`src/hw/rtl/agab_pkg.sv`:
```
// Package for the affine-gap alignment block: widths, configuration register
// codes, channel payload types and the saturating arithmetic helpers.
// No dependencies; every other file of the block but agab_ram imports it.
package agab_pkg;

    localparam int DATA_W            = 16;
    localparam int COST_W            = 15;
    localparam int NUM_CELLS         = 4;
    localparam int DIR_W             = 4;
    localparam int QUERY_MAX_DEFAULT = 1024;

    localparam logic [COST_W-1:0] GAP_OPEN_RESET   = COST_W'(16);
    localparam logic [COST_W-1:0] GAP_EXTEND_RESET = COST_W'(4);

    typedef enum logic [0:0] {
        REG_GAP_OPEN   = 1'b0,
        REG_GAP_EXTEND = 1'b1
    } cfg_reg_t;

    typedef struct packed {
        logic              first_row;
        logic              last_row;
        logic              restart;
        logic [DATA_W-1:0] f_start;
        logic [DATA_W-1:0] h_start;
        logic [DATA_W-1:0] cost0;
        logic [DATA_W-1:0] cost1;
        logic [DATA_W-1:0] cost2;
        logic [DATA_W-1:0] cost3;
    } req_data_t;

    typedef struct packed {
        logic [DIR_W*NUM_CELLS-1:0] dir_bits;
        logic [DATA_W-1:0]          score0;
        logic [DATA_W-1:0]          score1;
        logic [DATA_W-1:0]          score2;
        logic [DATA_W-1:0]          score3;
        logic                       row_done_last;
    } res_data_t;

    // Per-cell control: update commits the cell's row state, first_row
    // selects the block start values instead of the stored ones.
    typedef struct packed {
        logic update;
        logic first_row;
    } cell_ctl_t;

    function automatic logic [DATA_W-1:0] sat_add(input logic [DATA_W-1:0] a,
                                                  input logic [DATA_W-1:0] b);
        logic [DATA_W:0] sum;
        sum = {1'b0, a} + {1'b0, b};
        return sum[DATA_W] ? {DATA_W{1'b1}} : sum[DATA_W-1:0];
    endfunction

    function automatic logic [DATA_W-1:0] sat_sub(input logic [DATA_W-1:0] a,
                                                  input logic [DATA_W-1:0] b);
        return (a > b) ? (a - b) : '0;
    endfunction

    function automatic logic [DATA_W-1:0] umin(input logic [DATA_W-1:0] a,
                                               input logic [DATA_W-1:0] b);
        return (a < b) ? a : b;
    endfunction

endpackage

```
`src/hw/rtl/agab_cell.sv`:
```
// One Gotoh cell: combines diagonal H, column gap F and row gap E with the
// substitution cost, and keeps its own diagonal and column-F registers.
// Depends on agab_pkg.
module agab_cell (
    input  logic                            clk,
    input  logic                            rst_n,
    input  agab_pkg::cell_ctl_t             ctl,
    input  logic [agab_pkg::COST_W-1:0]     gap_open,
    input  logic [agab_pkg::COST_W-1:0]     gap_extend,
    input  logic [agab_pkg::DATA_W-1:0]     diag_start,
    input  logic [agab_pkg::DATA_W-1:0]     f_start,
    input  logic [agab_pkg::DATA_W-1:0]     h_left,
    input  logic [agab_pkg::DATA_W-1:0]     e_in,
    input  logic [agab_pkg::DATA_W-1:0]     cost,
    output logic [agab_pkg::DATA_W-1:0]     h_out,
    output logic [agab_pkg::DATA_W-1:0]     e_out,
    output logic [agab_pkg::DIR_W-1:0]      dir
);
    import agab_pkg::*;

    logic [DATA_W-1:0] diag_reg;
    logic [DATA_W-1:0] colf_reg;
    logic [DATA_W-1:0] q16;
    logic [DATA_W-1:0] r16;
    logic [DATA_W-1:0] diag;
    logic [DATA_W-1:0] f_cur;
    logic [DATA_W-1:0] w_sum;
    logic [DATA_W-1:0] x_hf;
    logic [DATA_W-1:0] x_h;
    logic [DATA_W-1:0] hq;
    logic [DATA_W-1:0] f_next;

    assign q16 = DATA_W'(gap_open);
    assign r16 = DATA_W'(gap_extend);

    always_comb
    begin
        diag   = ctl.first_row ? diag_start : diag_reg;
        f_cur  = ctl.first_row ? f_start : colf_reg;
        w_sum  = sat_add(diag, cost);
        x_hf   = umin(w_sum, f_cur);
        x_h    = umin(x_hf, e_in);
        hq     = sat_add(x_h, q16);
        f_next = umin(hq, sat_add(f_cur, r16));
        e_out  = umin(hq, sat_add(e_in, r16));
        h_out  = x_h;
        dir[0] = (w_sum == x_hf);
        dir[1] = (x_h == e_in);
        dir[2] = (hq == f_next);
        dir[3] = (hq == e_out);
    end

    // The diagonal for the next row is the H that the left neighbor produced
    // on this row.
    always_ff @(posedge clk or negedge rst_n)
    begin
        if (!rst_n)
        begin
            diag_reg <= '0;
            colf_reg <= '0;
        end
        else if (ctl.update)
        begin
            diag_reg <= h_left;
            colf_reg <= f_next;
        end
    end

endmodule

```
`config.mk`:
```
export PLATFORM = sky130hd
export DESIGN_NAME = agab_cell
export DESIGN_NICKNAME = d
export VERILOG_FILES = /design/src/hw/rtl/agab_pkg.sv /design/src/hw/rtl/agab_cell.sv
export SDC_FILE = /design/constraint.sdc
export NUM_CORES = 1
export LEC_CHECK = 0
export ABC_AREA = 1
export BUFFER_PORTS_ARGS = -buffer_cell sky130_fd_sc_hd__clkbuf_2
export CAP_MARGIN = 20
export CORE_UTILIZATION = 40
export DETAILED_ROUTE_END_ITERATION = 10
export PLACE_DENSITY = 0.65
export SETUP_SLACK_MARGIN = 0.02
export SKIP_CTS_REPAIR_TIMING = 1
export SYNTH_ARGS = -nofsm -noshare
export SYNTH_HDL_FRONTEND = slang
export SYNTH_SLANG_ARGS = --single-unit
export TNS_END_PERCENT = 10
```
`constraint.sdc`:
```
create_clock -name clk -period 18.6 [get_ports clk]
set_input_delay 2.79 -clock clk [delete_from_list [all_inputs] [get_ports clk]]
set_output_delay 2.79 -clock clk [all_outputs]
set_load 0.01 [all_outputs]
```
==> results of run 1 <==
-- kinds of logic (layout without fill, tap and decap cells) --
logic type | count (synthesis) | after routing | share of synthesized area, %
adder cells (fa/ha/maj) | 125 | 125 | 21.0
multiplexers | 2 | 2 | 0.330
buffers and inverters | 253 | 379 | 13.2
flip-flops | 32 | 32 | 10.6
XOR/XNOR | 32 | 32 | 3.70
AND/OR/NAND/NOR | 536 | 539 | 30.2
AO/OA/AOI/OAI | 287 | 287 | 20.9
-- layer usage --
| metal | share of wire (%) | global-route usage (%) |
|---|---|---|
| met1 | 46 | 39.9 |
| met2 | 42 | 41.9 |
| met3 | 9.9 | 2.44 |
| met4 | 2.3 | 6.77 |
| met5 | 0 | 0 |
-- layout make-up --
class / count / area, µm² / area share [%]
timing repair buffer: 152 / 768 / 8.87
clock buffer: 6 / 139 / 1.60
inverter: 219 / 826 / 9.53
clock inverter: 2 / 10.0 / 0.116
sequential: 32 / 801 / 9.24
tap: 229 / 287 / 3.31
multi-input combinational: 985 / 5830 / 67.3
-- placed cells by master, fill, tap and decap left out, types with 15 or more instances in the layout --
| master | count |
|---|---|
| a21oi_1 | 91 |
| o21ai_1 | 34 |
| dfrtp_1 | 32 |
| o21ai_0 | 103 |
| inv_1 | 212 |
| nand3_1 | 86 |
| clkbuf_2 | 148 |
| nor2_1 | 89 |
| xor2_1 | 21 |
| o22ai_1 | 15 |
| ha_1 | 121 |
| nand2_1 | 309 |
-- Yosys cell counts (4+ instances only) --
| master | instances |
|---|---|
| a211oi_1 | 5 |
| a21oi_1 | 91 |
| a221oi_1 | 6 |
| a31oi_1 | 7 |
| buf_2 | 8 |
| buf_6 | 4 |
| clkbuf_1 | 19 |
| dfrtp_1 | 32 |
| fa_1 | 4 |
| ha_1 | 121 |
| inv_1 | 213 |
| inv_2 | 5 |
| nand2_1 | 310 |
| nand2_2 | 8 |
| nand3_1 | 86 |
| nand3_2 | 5 |
| nand3b_1 | 5 |
| nand4_1 | 8 |
| nor2_1 | 89 |
| nor3_1 | 5 |
| o21ai_0 | 103 |
| o21ai_1 | 34 |
| o21bai_1 | 7 |
| o22ai_1 | 15 |
| or2_2 | 7 |
| xnor2_1 | 11 |
| xor2_1 | 21 |
-- worst max path at each step --
stage	startpoint	endpoint	slack, ns	depth (start not counted)
floorplan	ctl[0]	dir[3]	2.06	76
global route	ctl[0]	dir[2]	0.04	70
detailed placement	ctl[0]	dir[2]	0.48	70
finish	ctl[0]	dir[2]	1.32	70
CTS	ctl[0]	dir[2]	0.46	70
global placement	ctl[0]	dir[2]	0.77	70
-- worst reg2reg max path: cells and delay by family, from the launching register on --
family                     cells  cell delay (ns)
AOI/OAI and AO/OA             27             5.36
and+or+nand+nor               22             2.85
adders and majority gates      6             1.77
DFF                            1             0.36
buffers and inverters          9             1.22
-- metrics by stage --
stage / hold slack [ns] / worst slack (ns) / utilization (%) / cell area (µm²) / cells
2_1_floorplan: 0.452 / 2.06 / - / 7580 / 1267
3_3_place_gp: 0.472 / 0.774 / 46.3 / 8460 / 1614
3_5_place_dp: 0.477 / 0.483 / 46.3 / 8460 / 1614
4_1_cts: 0.490 / 0.465 / 47.1 / 8600 / 1622
5_1_grt: 0.509 / 0.0422 / 47.4 / 8660 / 1625
6_report: 0.489 / 1.32 / 47.4 / 8660 / 1625
==> flow_summary.yaml, run 1 <==
worst_setup_path:
  cp.required_ns: 15.81
  worst_setup_path_start_kind: "input pin"
  max_stage_delay_ns: 0.50
  rrSetupSlack_ns: 6.89
  r2r_end: "colf_reg[11]"
  crit_top_cell: "nand2_1"
  r2r-start: "diag_reg[1]"
  critical_path_class: "in2out"
  critPathTopFamily: "compound AO/OA/AOI/OAI gates"
  rr_worst_depth: 64
  worstPathArrival_ns: 14.49
  cp_slowest_cell: "a2111oi_2"
  worst-path-max-fanout: 33
  cp.buffers_inverters: 11
  cp-end-kind: "output pin"
global_route:
  grt_max_degree: 60
  grt_antenna_before_repair: 0
  grt_pass1_vias: 7850
  track_usage_pct: 27.0
  grt_pass1_wl_mm: 41.4
  grt_overflow_total: 0
clocking:
  path_clk_slew_ns: 0.05
  cts_root_buf: "clkbuf_16"
  cts_inserted_buffers: 5
  cts_num_sinks: 32
  cts_buffer_depth: 2
  cts_max_level: 2
  cts_tree: "done"
  insertion_delay_ns: 0.27
sta:
  skew_ns: 0.00248
  maxSlewHeadroom_pct: 40.7
  fin_crit_ns: 17.28
  setup-violations-final: 0
  drv_slew: 0
  fmaxAchievable_ghz: 0.0579
  min_period_over_period_pct: 92.9
  tightest_slew_ns: 0.886
  rsz0062_at_grt: "true"
  hold_viol_final: 0
  setup_tns_ns: 0
yosys:
  ys_seq_area_share_pct: 10.6
  yosys-top-cells-area: "ha_1 20%, nand2_1 15%, dfrtp_1 11%"
  synth_area_leader_cell: "ha_1"
  syn_area_um2: 7580
  synth_area_per_cell_um2: 5.98
  syn-num-nets: 1506
  async_flop_share_pct: 100
  synth_top_area_share_pct: 20.0
  yosys_most_used_dff: "dfrtp_1"
  ys_warn_count: 0
  synth_edf_count: 0
  ys_types: 52
  ys_ff_latch: 32
  synth_cells: 1267
worst_hold_path:
  min_delay_worst_endpoint: "colf_reg[6]"
  holdPathStages: 2
  min_path_type: "reg2reg"
  hp-start: "colf_reg[6]"
drt:
  wire_per_inst_um: 16.6
  wirelength_mm: 27.0
  dr.pass1.iters: 5
  drtAntennaViolNets: 0
  drc: 0
  viasPerCell: 5.43
  route.vias.total: 8829
  drtIter0Drc: 891
floorplan:
  die_w_um: 140
  rows: 49
  coreArea_um2: 18300
  die_y_um: 140
  io_pins: 150
  initial_core_util_pct: 41.5
  design.die.area_um2: 19500
placement:
  gp_congestion: 0.983
  portBuffers: 149
  dpl.hpwl_mm: 22.0
final_layout:
  area_delta_synth_final_pct: 14.3
  final.fill_count: 1955
  nets: 1634
  num_antenna_cells: 0
  layout-drive-gt1-share_pct: 14.5
status:
  status: "complete, no violations"
run:
  drv_cap: 0
Power of run 1 is left out: the tool's default activity adds up to more than one toggle a clock period on the data nets, which glitch-free logic cannot reach.
==> run 2, diff against run 1 <==
--- a/config.mk
+++ b/config.mk
@@ -5,7 +5,6 @@
 export SDC_FILE = /design/constraint.sdc
 export NUM_CORES = 1
 export LEC_CHECK = 0
-export ABC_AREA = 1
 export BUFFER_PORTS_ARGS = -buffer_cell sky130_fd_sc_hd__clkbuf_2
 export CAP_MARGIN = 20
 export CORE_UTILIZATION = 40
==> run 2 against run 1 <==
Against the previous run:
- worst setup slack lost 0.34 ns
- design area is 4.9% higher
- critical endpoint unchanged
- flip-flop and latch count stayed put
- via count fell by 5.5%
- clock-buffer cell count did not move
- register-to-register slack worse by 0.62 ns
- final cell count fell by 13%
- area after synthesis increased by 3.4%
- critical path depth shrank 15
- die area increased by 3.3%
==> flow_summary.yaml, run 2 <==
status:
  status: "complete, no violations"
worst_setup_path:
  cp-end-kind: "output pin"
  cp.required_ns: 15.81
  rrSetupSlack_ns: 6.27
  max_stage_delay_ns: 0.43
  critical_path_class: "in2out"
  worst_setup_path_start_kind: "input pin"
  critPathTopFamily: "compound AO/OA/AOI/OAI gates"
  worstPathArrival_ns: 14.83
  r2r-start: "diag_reg[0]"
  cp_slowest_cell: "fa_1"
  cp.buffers_inverters: 7
  startpoint: "ctl[0]"
  worst-path-max-fanout: 37
clocking:
  cts_num_sinks: 32
  path_clk_slew_ns: 0.05
  insertion_delay_ns: 0.27
  cts_root_buf: "clkbuf_16"
  cts_buffer_depth: 2
  cts_max_level: 2
  cts_tree: "done"
  cts_inserted_buffers: 5
sta:
  tightest_slew_ns: 1.05
  drv_slew: 0
  min_period_over_period_pct: 94.7
  rsz0062_at_grt: "false"
  fmaxAchievable_ghz: 0.0567
  setup_tns_ns: 0
  fin_crit_ns: 17.62
  skew_ns: 0.00501
  setup-violations-final: 0
  hold_viol_final: 0
  maxSlewHeadroom_pct: 29.8
floorplan:
  design.die.area_um2: 20200
  coreArea_um2: 19000
  rows: 50
  die_y_um: 142
  io_pins: 150
  die_w_um: 142
  initial_core_util_pct: 41.3
placement:
  dpl.hpwl_mm: 23.9
  gp_congestion: 1.00
  place_area_um2: 8900
  portBuffers: 149
yosys:
  synth_area_leader_cell: "ha_1"
  yosysMostFrequentCell: "ha_1"
  ys_warn_count: 0
  ys_ff_latch: 32
  synth_top_area_share_pct: 19.3
  yosys-top-cells-area: "ha_1 19%, dfrtp_1 10%, xnor2_1 6.3%"
  yosys_most_used_dff: "dfrtp_1"
  synth_cells: 1008
  ys_seq_area_share_pct: 10.2
  synth_edf_count: 0
  syn_area_um2: 7840
  syn-num-nets: 1247
  synth.top_cells.by_count: "121 x ha_1, 87 x inv_1, 85 x nor2_1"
  async_flop_share_pct: 100
  ys_types: 77
  synth_area_per_cell_um2: 7.77
final_layout:
  design_area_um2: 9090
  final_common_cell: "clkbuf_2"
  nets: 1392
  num_antenna_cells: 0
  final.fill_count: 1899
  area_delta_synth_final_pct: 16.0
  mostFrequentLayoutCells: "148 x clkbuf_2, 121 x ha_1, 87 x inv_1"
  layout-drive-gt1-share_pct: 20.2
worst_hold_path:
  min_path_type: "reg2reg"
  hp-start: "diag_reg[4]"
drt:
  wirelength_mm: 28.0
  viasPerCell: 5.90
  drtAntennaViolNets: 0
  drtIter0Drc: 603
  wire_per_inst_um: 19.8
  route.vias.total: 8344
  drc: 0
  dr.pass1.iters: 6
global_route:
  grt_max_degree: 49
  grt_pass1_wl_mm: 42.5
  track_usage_pct: 27.3
  grt_pass1_vias: 7805
  grt_overflow_total: 0
  grt_antenna_before_repair: 0
run:
  drv_cap: 0
## run 2: cell types whose count changed after synthesis, sizes merged, moves of 21 or more
cell,change
a21o,+24
o21a,+25
mux2,+39
nor3,+21
inv,-131
o21ai,-74
a21oi,-27
nand2,-265
nand3,-65
xnor2,+45
mux2i,+40
## run 2: path summary, 6_finish.rpt
path,end,cells past startpoint
setup / recovery,dir[2],55
hold / removal,diag_reg[4],1
setup reg to reg,colf_reg[1],54
hold reg to reg,diag_reg[4],1
max in group asynchronous,diag_reg[2],1
min in group asynchronous,diag_reg[7],1
## run 2: final cells by class
class / count / area, µm² / share of cell area [%]
inverter: 88 / 330 / 3.63
timing repair buffer: 166 / 873 / 9.61
clock buffer: 6 / 129 / 1.42
clock inverter: 2 / 35.0 / 0.385
sequential: 32 / 801 / 8.81
tap: 260 / 325 / 3.58
multi-input combinational: 860 / 6600 / 72.6
## run 2: cells by family after synthesis
family          synth area share, %
simple gates                   17.8
xor+xnor                       8.38
compound gates                 26.6
fa+ha+maj                      20.3
buf+inv                        5.76
mux                            11.0
flops                          10.2
## run 2: routing by layer
metal	wire (µm)	up-vias	track usage, %	part of all wire (%)
met5	0	-	0	0
met4	713	0	7.36	2.5
met3	2140	51	3.36	7.6
met2	12500	363	43.7	45
met1	12600	3894	38.4	45
li1	-	4036	-	-
## run 2: per-stage QoR
step / util (%) / hold slack (ns) / worst slack (ns) / std cells
finish: 48.0 / 0.502 / 0.978 / 1414
global route: 48.0 / 0.529 / 0.288 / 1414
CTS: 47.8 / 0.506 / 0.750 / 1412
detailed placement: 47.0 / 0.494 / 0.794 / 1404
global placement: 47.0 / 0.488 / 1.10 / 1404
floorplan: - / 0.477 / 0.880 / 1008
Power of run 2 is left out for the same reason.
